[config.mk]
export PLATFORM = sky130hd
export DESIGN_NAME = infostring_key_lookup_flat
export DESIGN_NICKNAME = d
export VERILOG_FILES = /design/src/hw/rtl/iskl_pkg.sv /design/src/hw/rtl/iskl_if.sv /design/src/hw/rtl/iskl_cfg.sv /design/src/hw/rtl/infostring_key_lookup.sv /design/src/flat_wrapper.sv
export SDC_FILE = /design/constraint.sdc
export NUM_CORES = 1
export LEC_CHECK = 0
export ABC_AREA = 1
export BUFFER_PORTS_ARGS = -buffer_cell sky130_fd_sc_hd__buf_2
export CAP_MARGIN = 20
export CORE_MARGIN = 10
export CORE_UTILIZATION = 50
export CTS_CLUSTER_SIZE = 20
export DETAILED_ROUTE_END_ITERATION = 8
export GPL_TIMING_DRIVEN = 0
export PLACE_DENSITY = 0.69
export SYNTH_ARGS = -nofsm -noshare
export SYNTH_HDL_FRONTEND = slang
export SYNTH_SLANG_ARGS = --single-unit
[constraint.sdc]
create_clock -name clk -period 2.4 [get_ports clk]
set_clock_uncertainty 0.05 [all_clocks]
set_input_delay 0.36 -clock clk [delete_from_list [all_inputs] [get_ports clk]]
set_output_delay 0.36 -clock clk [all_outputs]
set_load 0.03 [all_outputs]
[src/hw/rtl/iskl_pkg.sv]
// Package: shared types, constants and key byte selection for the key lookup block.
`default_nettype none
package iskl_pkg;

  localparam int KEY_BYTES = 24;
  localparam int KEY_WORDS = 6;
  localparam int NUM_REGS = 7;
  localparam int ADDR_W = 5;

  localparam logic [7:0] CH_SEP = 8'h5C;
  localparam logic [7:0] CH_END = 8'h00;

  localparam logic [2:0] REG_KEY_LENGTH = 3'd6;

  typedef enum logic [2:0] {
    PH_IDLE,
    PH_FIRST,
    PH_NAME,
    PH_VALUE,
    PH_SKIP
  } phase_t;

  typedef enum logic [1:0] {
    KIND_VALUE = 2'd0,
    KIND_FOUND = 2'd1,
    KIND_NONE  = 2'd2,
    KIND_LONG  = 2'd3
  } kind_t;

  typedef struct packed {
    logic [KEY_WORDS-1:0][31:0] key_words;
    logic [4:0]                 key_length;
  } cfg_t;

  typedef struct packed {
    logic [7:0] value_byte;
    kind_t      kind;
    logic       done_res;
  } res_t;

  function automatic logic [7:0] key_byte(input logic [KEY_WORDS-1:0][31:0] words,
                                          input logic [4:0] idx);
    logic [31:0] w;
    w = words[idx[4:2]];
    return w[{idx[1:0], 3'b000} +: 8];
  endfunction

endpackage
`default_nettype wire

[src/hw/rtl/iskl_if.sv]
// Channel interfaces: character input and result output, valid/ready handshake.
`default_nettype none
interface iskl_in_if;
  logic       valid;
  logic       ready;
  logic [7:0] char_in;
  logic       start_req;

  modport source (output valid, output char_in, output start_req, input ready);
  modport sink (input valid, input char_in, input start_req, output ready);
endinterface

interface iskl_out_if;
  logic       valid;
  logic       ready;
  logic [7:0] value_byte;
  logic [1:0] kind;
  logic       done_res;

  modport source (output valid, output value_byte, output kind, output done_res, input ready);
  modport sink (input valid, input value_byte, input kind, input done_res, output ready);
endinterface
`default_nettype wire

[src/hw/rtl/iskl_cfg.sv]
// APB register bank holding the searched key and its length.
`default_nettype none
module iskl_cfg (
  input  wire logic                       clk,
  input  wire logic                       rst,
  input  wire logic                       psel,
  input  wire logic                       penable,
  input  wire logic                       pwrite,
  input  wire logic [iskl_pkg::ADDR_W-1:0] paddr,
  input  wire logic [31:0]                pwdata,
  output logic      [31:0]                prdata,
  output logic                            pready,
  output iskl_pkg::cfg_t                  cfg
);

  logic [iskl_pkg::KEY_WORDS-1:0][31:0] key_words;
  logic [4:0]                           key_length;
  logic [2:0]                           reg_idx;
  logic                                 wr_en;

  assign reg_idx = paddr[4:2];
  assign wr_en   = psel && penable && pwrite;
  assign pready  = 1'b1;

  always_ff @(posedge clk) begin
    if (rst) begin
      key_words  <= '0;
      key_length <= '0;
    end else if (wr_en) begin
      if (reg_idx < 3'(iskl_pkg::KEY_WORDS)) begin
        key_words[reg_idx] <= pwdata;
      end else if (reg_idx == iskl_pkg::REG_KEY_LENGTH) begin
        key_length <= pwdata[4:0];
      end
    end
  end

  always_comb begin
    prdata = '0;
    if (reg_idx < 3'(iskl_pkg::KEY_WORDS)) begin
      prdata = key_words[reg_idx];
    end else if (reg_idx == iskl_pkg::REG_KEY_LENGTH) begin
      prdata = {27'd0, key_length};
    end
  end

  assign cfg.key_words  = key_words;
  assign cfg.key_length = key_length;

endmodule
`default_nettype wire

[src/hw/rtl/infostring_key_lookup.sv]
// Top level: backslash key/value string lookup with output register and skid stage.
`default_nettype none
// One character is taken per clock when the output side keeps up: each character needs
// one byte compare against the selected key byte and a counter update, done between the
// input handshake and the result register. A single-entry skid stage behind the result
// register lets the input keep flowing after the output stalls; the input stops only
// while the skid entry is full. Each value byte is registered. Found, not found and
// too long close the string, after which characters are dropped until the next
// start. Key words sit at byte addresses 0 to 20, the key length at 24.
module infostring_key_lookup #(
  parameter int BUFFER_BYTES = 256
) (
  input  wire logic                       clk,
  input  wire logic                       rst,
  iskl_in_if.sink                         in_ch,
  iskl_out_if.source                      out_ch,
  input  wire logic                       psel,
  input  wire logic                       penable,
  input  wire logic                       pwrite,
  input  wire logic [iskl_pkg::ADDR_W-1:0] paddr,
  input  wire logic [31:0]                pwdata,
  output logic      [31:0]                prdata,
  output logic                            pready
);

  localparam int CW = $clog2(BUFFER_BYTES);
  localparam logic [CW-1:0] LIMIT = CW'(BUFFER_BYTES - 1);

  iskl_pkg::cfg_t   cfg;
  iskl_pkg::phase_t phase, phase_next;
  logic [CW-1:0]    char_count, char_count_next;
  logic             name_matches, name_matches_next;
  logic             name_overlong, name_overlong_next;

  iskl_pkg::res_t   res;
  logic             res_valid;
  iskl_pkg::res_t   out_data, skid_data;
  logic             out_valid, skid_valid;

  logic             accept;
  logic [7:0]       c;
  logic [CW-1:0]    klen;
  logic             byte_hit;
  logic             name_hit;
  iskl_pkg::phase_t cur;

  iskl_cfg u_cfg (
    .clk     (clk),
    .rst     (rst),
    .psel    (psel),
    .penable (penable),
    .pwrite  (pwrite),
    .paddr   (paddr),
    .pwdata  (pwdata),
    .prdata  (prdata),
    .pready  (pready),
    .cfg     (cfg)
  );

  assign in_ch.ready = !skid_valid;
  assign accept      = in_ch.valid && in_ch.ready;
  assign c           = in_ch.char_in;
  assign cur         = in_ch.start_req ? iskl_pkg::PH_FIRST : phase;
  assign klen        = CW'(cfg.key_length);
  assign byte_hit    = (char_count < klen) && (char_count < CW'(iskl_pkg::KEY_BYTES)) &&
                       (iskl_pkg::key_byte(cfg.key_words, char_count[4:0]) == c);
  assign name_hit    = name_overlong ? (cfg.key_length == 5'd0)
                                     : (name_matches && char_count == klen);

  // next state
  always_comb begin
    phase_next         = phase;
    char_count_next    = char_count;
    name_matches_next  = name_matches;
    name_overlong_next = name_overlong;
    if (accept) begin
      phase_next = cur;
      case (cur)
        iskl_pkg::PH_FIRST: begin
          if (c != iskl_pkg::CH_SEP) begin
            phase_next = iskl_pkg::PH_IDLE;
          end else begin
            phase_next         = iskl_pkg::PH_NAME;
            char_count_next    = '0;
            name_matches_next  = 1'b1;
            name_overlong_next = 1'b0;
          end
        end
        iskl_pkg::PH_NAME: begin
          if (c == iskl_pkg::CH_SEP) begin
            phase_next      = name_hit ? iskl_pkg::PH_VALUE : iskl_pkg::PH_SKIP;
            char_count_next = '0;
          end else if (c == iskl_pkg::CH_END) begin
            phase_next = iskl_pkg::PH_IDLE;
          end else if (!name_overlong) begin
            if (char_count >= LIMIT) begin
              name_overlong_next = 1'b1;
            end else begin
              if (!byte_hit) name_matches_next = 1'b0;
              char_count_next = char_count + CW'(1);
            end
          end
        end
        iskl_pkg::PH_VALUE: begin
          if (c == iskl_pkg::CH_END || c == iskl_pkg::CH_SEP || char_count >= LIMIT) begin
            phase_next = iskl_pkg::PH_IDLE;
          end else begin
            char_count_next = char_count + CW'(1);
          end
        end
        iskl_pkg::PH_SKIP: begin
          if (c == iskl_pkg::CH_END) begin
            phase_next = iskl_pkg::PH_IDLE;
          end else if (c == iskl_pkg::CH_SEP) begin
            phase_next         = iskl_pkg::PH_NAME;
            char_count_next    = '0;
            name_matches_next  = 1'b1;
            name_overlong_next = 1'b0;
          end
        end
        default: phase_next = cur;
      endcase
    end
  end

  // result of the accepted character
  always_comb begin
    res_valid      = 1'b0;
    res.value_byte = 8'd0;
    res.kind       = iskl_pkg::KIND_NONE;
    res.done_res   = 1'b1;
    if (accept) begin
      case (cur)
        iskl_pkg::PH_FIRST: res_valid = (c != iskl_pkg::CH_SEP);
        iskl_pkg::PH_NAME:  res_valid = (c == iskl_pkg::CH_END);
        iskl_pkg::PH_SKIP:  res_valid = (c == iskl_pkg::CH_END);
        iskl_pkg::PH_VALUE: begin
          res_valid = 1'b1;
          if (c == iskl_pkg::CH_END || c == iskl_pkg::CH_SEP) begin
            res.kind = iskl_pkg::KIND_FOUND;
          end else if (char_count >= LIMIT) begin
            res.kind = iskl_pkg::KIND_LONG;
          end else begin
            res.kind       = iskl_pkg::KIND_VALUE;
            res.value_byte = c;
            res.done_res   = 1'b0;
          end
        end
        default: res_valid = 1'b0;
      endcase
    end
  end

  always_ff @(posedge clk) begin
    if (rst) begin
      phase         <= iskl_pkg::PH_IDLE;
      char_count    <= '0;
      name_matches  <= 1'b1;
      name_overlong <= 1'b0;
    end else begin
      phase         <= phase_next;
      char_count    <= char_count_next;
      name_matches  <= name_matches_next;
      name_overlong <= name_overlong_next;
    end
  end

  always_ff @(posedge clk) begin
    if (rst) begin
      out_valid  <= 1'b0;
      skid_valid <= 1'b0;
    end else if (!out_valid || out_ch.ready) begin
      if (skid_valid) begin
        out_valid  <= 1'b1;
        skid_valid <= res_valid;
      end else begin
        out_valid <= res_valid;
      end
    end else if (res_valid) begin
      skid_valid <= 1'b1;
    end
  end

  always_ff @(posedge clk) begin
    if (!out_valid || out_ch.ready) begin
      if (skid_valid) begin
        out_data  <= skid_data;
        skid_data <= res;
      end else begin
        out_data <= res;
      end
    end else if (res_valid) begin
      skid_data <= res;
    end
  end

  assign out_ch.valid      = out_valid;
  assign out_ch.value_byte = out_data.value_byte;
  assign out_ch.kind       = out_data.kind;
  assign out_ch.done_res   = out_data.done_res;

  a_skid_behind_out: assert property (@(posedge clk) disable iff (rst)
    skid_valid |-> out_valid)
    else $error("skid entry held while output register empty");

  a_done_goes_idle: assert property (@(posedge clk) disable iff (rst)
    res_valid && res.done_res |=> phase == iskl_pkg::PH_IDLE)
    else $error("final result did not return to idle");

  a_count_in_range: assert property (@(posedge clk) disable iff (rst)
    char_count <= LIMIT)
    else $error("character count beyond buffer limit");

  a_value_not_done: assert property (@(posedge clk) disable iff (rst)
    out_valid && out_data.kind == iskl_pkg::KIND_VALUE |-> !out_data.done_res)
    else $error("value byte flagged as final");

  a_stall_holds: assert property (@(posedge clk) disable iff (rst)
    out_valid && !out_ch.ready |=> out_valid && $stable(out_data))
    else $error("stalled result changed");

endmodule
`default_nettype wire

[src/flat_wrapper.sv]
// flat-port wrapper written by rule: the top's interface ports become plain ports
module infostring_key_lookup_flat 
#(
  parameter int BUFFER_BYTES = 256
)
  (clk, rst, psel, penable, pwrite, paddr, pwdata, prdata, pready, in_ch_valid, in_ch_char_in, in_ch_start_req, in_ch_ready, out_ch_valid, out_ch_value_byte, out_ch_kind, out_ch_done_res, out_ch_ready);
  iskl_in_if in_ch_i ();
  iskl_out_if out_ch_i ();
  input  wire logic clk;
  input  wire logic rst;
  input  wire logic psel;
  input  wire logic penable;
  input  wire logic pwrite;
  input  wire logic [iskl_pkg::ADDR_W-1:0] paddr;
  input  wire logic [31:0] pwdata;
  output logic      [31:0] prdata;
  output logic pready;
  input wire logic [$bits(in_ch_i.valid)-1:0] in_ch_valid;
  input wire logic [$bits(in_ch_i.char_in)-1:0] in_ch_char_in;
  input wire logic [$bits(in_ch_i.start_req)-1:0] in_ch_start_req;
  output wire logic [$bits(in_ch_i.ready)-1:0] in_ch_ready;
  output wire logic [$bits(out_ch_i.valid)-1:0] out_ch_valid;
  output wire logic [$bits(out_ch_i.value_byte)-1:0] out_ch_value_byte;
  output wire logic [$bits(out_ch_i.kind)-1:0] out_ch_kind;
  output wire logic [$bits(out_ch_i.done_res)-1:0] out_ch_done_res;
  input wire logic [$bits(out_ch_i.ready)-1:0] out_ch_ready;
  assign in_ch_i.valid = in_ch_valid;
  assign in_ch_i.char_in = in_ch_char_in;
  assign in_ch_i.start_req = in_ch_start_req;
  assign in_ch_ready = in_ch_i.ready;
  assign out_ch_valid = out_ch_i.valid;
  assign out_ch_value_byte = out_ch_i.value_byte;
  assign out_ch_kind = out_ch_i.kind;
  assign out_ch_done_res = out_ch_i.done_res;
  assign out_ch_i.ready = out_ch_ready;
  infostring_key_lookup #(.BUFFER_BYTES(BUFFER_BYTES)) u_core (.clk(clk), .rst(rst), .in_ch(in_ch_i), .out_ch(out_ch_i), .psel(psel), .penable(penable), .pwrite(pwrite), .paddr(paddr), .pwdata(pwdata), .prdata(prdata), .pready(pready));
endmodule
==> metrics.md <==
| Metric | Value |
|---|---|
| Run status | `finished, violations left` |
| Violations in the final reports | `negative setup slack` |
| Number of flip-flops and latches in the synthesized netlist | `234` |
| Portion of the post-synthesis area used by sequential elements | `41.1%` |
| Number of antenna violations at the first check in global routing | `0` |
| Area fraction of the dominant cell type after synthesis | `35.5%` |
| Average cell area after synthesis | `6.72 µm²` |
| Post-detailed-route wirelength per cell | `23.3 µm` |
| Detailed Route WL | `52.2 mm` |
| Setup ws final | `-26.4 ps` |
| DR DRC count | `0` |
| Top area cells in the synthesized netlist | `sky130_fd_sc_hd__dfxtp_1 (36%), sky130_fd_sc_hd__nor2_1 (13%), sky130_fd_sc_hd__nand2_1 (13%)` |
| Ports placed on the boundary | `99` |
| Transition time of the tightest slew-check pin | `912 ps` |
| Gr ovfl total | `0` |
| First-pass GRT wire length | `77.0 mm` |
| Buffers from clock root to sink, at most | `3` |
| Number of setup violations in the final report | `2` |
| Clock tree from TritonCTS | `done` |
| Critical path peak fanout | `10` |
| Worst slew margin relative to its limit | `39.2%` |
| Library cells used by synthesis | `45` |
| Iteration-0 DRC Markers | `2135` |
| RSZ-0062 raised after global routing | `yes` |
| Hold buffer count at cts | `0` |
| Count of nets after finishing | `1966` |
| Die Outline Area | `30500 µm²` |
| Via density per instance | `6.05` |
| Min-delay worst type | `input pin to flop` |
| Std-Cell Rows | `56` |
| Count of yosys warnings during synthesis | `0` |
| Fmax | `412 MHz` |
| Kind of start point of the critical path | `input pin` |
| Share of flip-flops with an asynchronous set or reset after synthesis | `0%` |
| Number of synthesized flops with an enable pin | `22` |
| Depth of the worst register-to-register path | `16` |
| Fin. max-slew vios | `0` |
| Post-detailed-placement half-perimeter wirelength | `35.0 mm` |
| Worst EP required | `1990 ps` |
| Final weighted congestion in routability-driven placement | `1.06` |
| Width of the die | `175 µm` |
| LEAKAGE | `5.75 nW` |
| Number of hold-slack violations in the final timing report | `0` |
| Via count of the first global-routing pass | `12500` |
| Maximum VDD drop | `0.527 mV` |
| Number of clock sinks | `234` |
| Fraction of layout instances using a drive strength above 1 | `13.5%` |
| Pin count of the biggest net entering global routing | `16` |
| Critical Path Sink Type | `primary output` |
| Data arrival, critical path | `2020 ps` |
| Clock root buffer | `sky130_fd_sc_hd__clkbuf_16` |
| Core Region | `23500 µm²` |
| Cell count after synthesis | `1778` |
| WS Path Type | `input pin to primary output` |
| Final period util | `101%` |
| Antenna fix cells | `0` |
| First drt pass iteration count | `6` |
| Total routing resource utilization after global routing | `32.7%` |
| Dominant synthesized flop cell | `sky130_fd_sc_hd__dfxtp_1` |
| CTS Buf Count | `26` |
| Port buffer count | `94` |
| Power Dens Cells | `637 nW/µm²` |
| Die Span Y | `175 µm` |
| Placed Cells | `2192` |
| Routed Antenna Nets | `0` |
| Cell depth of the worst hold path | `3` |
| CTS clk-pin slew, worst paths | `60 ps` |
| H-tree depth | `1` |
| Total Neg Setup Slack | `-37.8 ps` |
| Via count of the routed design | `13600` |
| Later-pin clock latency in the skew report | `560 ps` |
| Area growth from synthesis to layout | `17.7%` |
| Total standard cell area after synthesis | `11900 µm²` |
| Cell taking the most area after synthesis | `sky130_fd_sc_hd__dfxtp_1` |
| Final period demand of the worst path | `2430 ps` |
| Number of nets in the synthesized netlist | `1837` |
| Number of non-filler instances in the completed layout | `2244` |
| Starting Density | `50.9%` |
| Max-cap violations | `0` |
==> power by group <==
group          switching [mW]  internal (mW)
combinational           0.521          0.192
sequential             0.0416           4.00
clock                    1.75           2.45
total                    2.31           6.64
==> worst max-delay path, stage by stage <==
cell,delay [ps]
sky130_fd_sc_hd__buf_2,170
sky130_fd_sc_hd__nor3_4,330
sky130_fd_sc_hd__clkbuf_4,350
sky130_fd_sc_hd__clkbuf_4,300
sky130_fd_sc_hd__nand2_1,90
sky130_fd_sc_hd__nand4_1,160
sky130_fd_sc_hd__buf_2,230
==> cells in the mapped netlist, types with 7 or more instances <==
master	number
sky130_fd_sc_hd__nor3_2	7
sky130_fd_sc_hd__nand2_1	401
sky130_fd_sc_hd__o21ai_0	220
sky130_fd_sc_hd__dfxtp_1	212
sky130_fd_sc_hd__a221oi_1	10
sky130_fd_sc_hd__a21oi_1	36
sky130_fd_sc_hd__nor3_1	12
sky130_fd_sc_hd__a22oi_1	43
sky130_fd_sc_hd__nand3_1	139
sky130_fd_sc_hd__nor2_1	413
sky130_fd_sc_hd__nand4_1	23
sky130_fd_sc_hd__edfxtp_1	22
sky130_fd_sc_hd__buf_4	8
sky130_fd_sc_hd__buf_2	32
sky130_fd_sc_hd__clkbuf_1	69
sky130_fd_sc_hd__inv_1	53
==> through the flow <==
| stage | instance area [µm²] | utilization [%] | hold WS, ps | total power [mW] | setup WS [ps] |
|---|---|---|---|---|---|
| 2_1_floorplan | 11900 | - | 379 | 4.46 | 195 |
| 3_3_place_gp | 12800 | 54.6 | 389 | 4.76 | -1050 |
| 3_5_place_dp | 12800 | 54.6 | 402 | 4.77 | -1060 |
| 4_1_cts | 13900 | 59.2 | 49.6 | 8.90 | 0.633 |
| 5_1_grt | 14100 | 59.9 | 73.4 | 9.12 | -113 |
| 6_report | 14100 | 59.9 | 54.3 | 8.96 | -26.4 |
==> repair_timing <==
item / 4_1_cts / 5_1_grt
pin swaps: 2 / 3
setup endpoints to repair: 44 / 34
buffers inserted: 3 / 4
resized for setup: 65 / 49
==> registers in the layout, summed over array words and instances, names as in the netlist <==
| name | flops |
|---|---|
| u_core.u_cfg.cfg | 192 |
| u_core.skid_data | 11 |
| u_core.char_count | 8 |
| u_core.out_ch.value_byte | 8 |
| u_core.u_cfg.key_length | 5 |
| u_core.phase | 3 |
| u_core.out_ch.kind | 2 |
| u_core.name_matches | 1 |
| u_core.name_overlong | 1 |
| u_core.out_ch.done_res | 1 |
| u_core.out_ch.valid | 1 |
| u_core.skid_valid | 1 |
==> per-layer routing <==
| layer | up-vias | part of all wire, % | global-route usage, % |
|---|---|---|---|
| met2 | 1001 | 43 | 49.6 |
| met1 | 6186 | 38 | 42.1 |
| met5 | - | 0 | 0 |
| met3 | 243 | 13 | 7.67 |
| met4 | 0 | 6.1 | 17.9 |
| li1 | 6139 | - | - |
==> area by class of cell <==
| cell class | instances | area (µm²) |
|---|---|---|
| Buffer | 117 | 736 |
| Sequential cell | 234 | 4900 |
| Multi-Input combinational cell | 1362 | 6340 |
| Tap cell | 319 | 399 |
| Clock inverter | 7 | 98.8 |
| Fill cell | 2320 | 9420 |
| Timing Repair Buffer | 102 | 548 |
| Clock buffer | 39 | 781 |
| Inverter | 64 | 253 |
==> cell families after synthesis <==
group	share of synthesized area [%]
other	0.0314
xor gates and xnor gates	0.147
and+or+nand+nor	35.2
adders and majority gates	0.629
buffers and inverters	6.60
AOI/OAI and AO/OA	16.3
DFF	41.1
==> placed cells by master (no fill, tap or decap), types with 5 or more instances in the layout <==
cell type / n
sky130_fd_sc_hd__a21oi_1: 34
sky130_fd_sc_hd__o21ai_0: 218
sky130_fd_sc_hd__edfxtp_1: 22
sky130_fd_sc_hd__dfxtp_1: 212
sky130_fd_sc_hd__nor3_1: 9
sky130_fd_sc_hd__a221oi_1: 10
sky130_fd_sc_hd__nand4_1: 23
sky130_fd_sc_hd__a22oi_1: 43
sky130_fd_sc_hd__clkbuf_1: 59
sky130_fd_sc_hd__inv_2: 6
sky130_fd_sc_hd__nand3_1: 135
sky130_fd_sc_hd__nor2_1: 413
sky130_fd_sc_hd__nand2_2: 6
sky130_fd_sc_hd__nand2_1: 400
sky130_fd_sc_hd__buf_4: 22
sky130_fd_sc_hd__clkbuf_8: 7
sky130_fd_sc_hd__a22o_1: 5
sky130_fd_sc_hd__ha_1: 6
sky130_fd_sc_hd__inv_1: 51
sky130_fd_sc_hd__nor3_4: 6
sky130_fd_sc_hd__nor2_2: 5
sky130_fd_sc_hd__buf_6: 12
sky130_fd_sc_hd__buf_2: 105
sky130_fd_sc_hd__clkbuf_16: 27
sky130_fd_sc_hd__nand3_2: 6
sky130_fd_sc_hd__a221o_1: 5
sky130_fd_sc_hd__clkbuf_4: 18
==> path summary, 6_finish.rpt <==
path	startpoint	end	slack [ps]
min reg2reg	u_core.name_matches	u_core.name_matches	410
max	paddr[4]	prdata[20]	-30
min	pwdata[19]	u_core.u_cfg.cfg[184]	50
max reg2reg	u_core.char_count[0]	u_core.name_matches	-10
No activity file was read; power rests on OpenSTA's default activity.
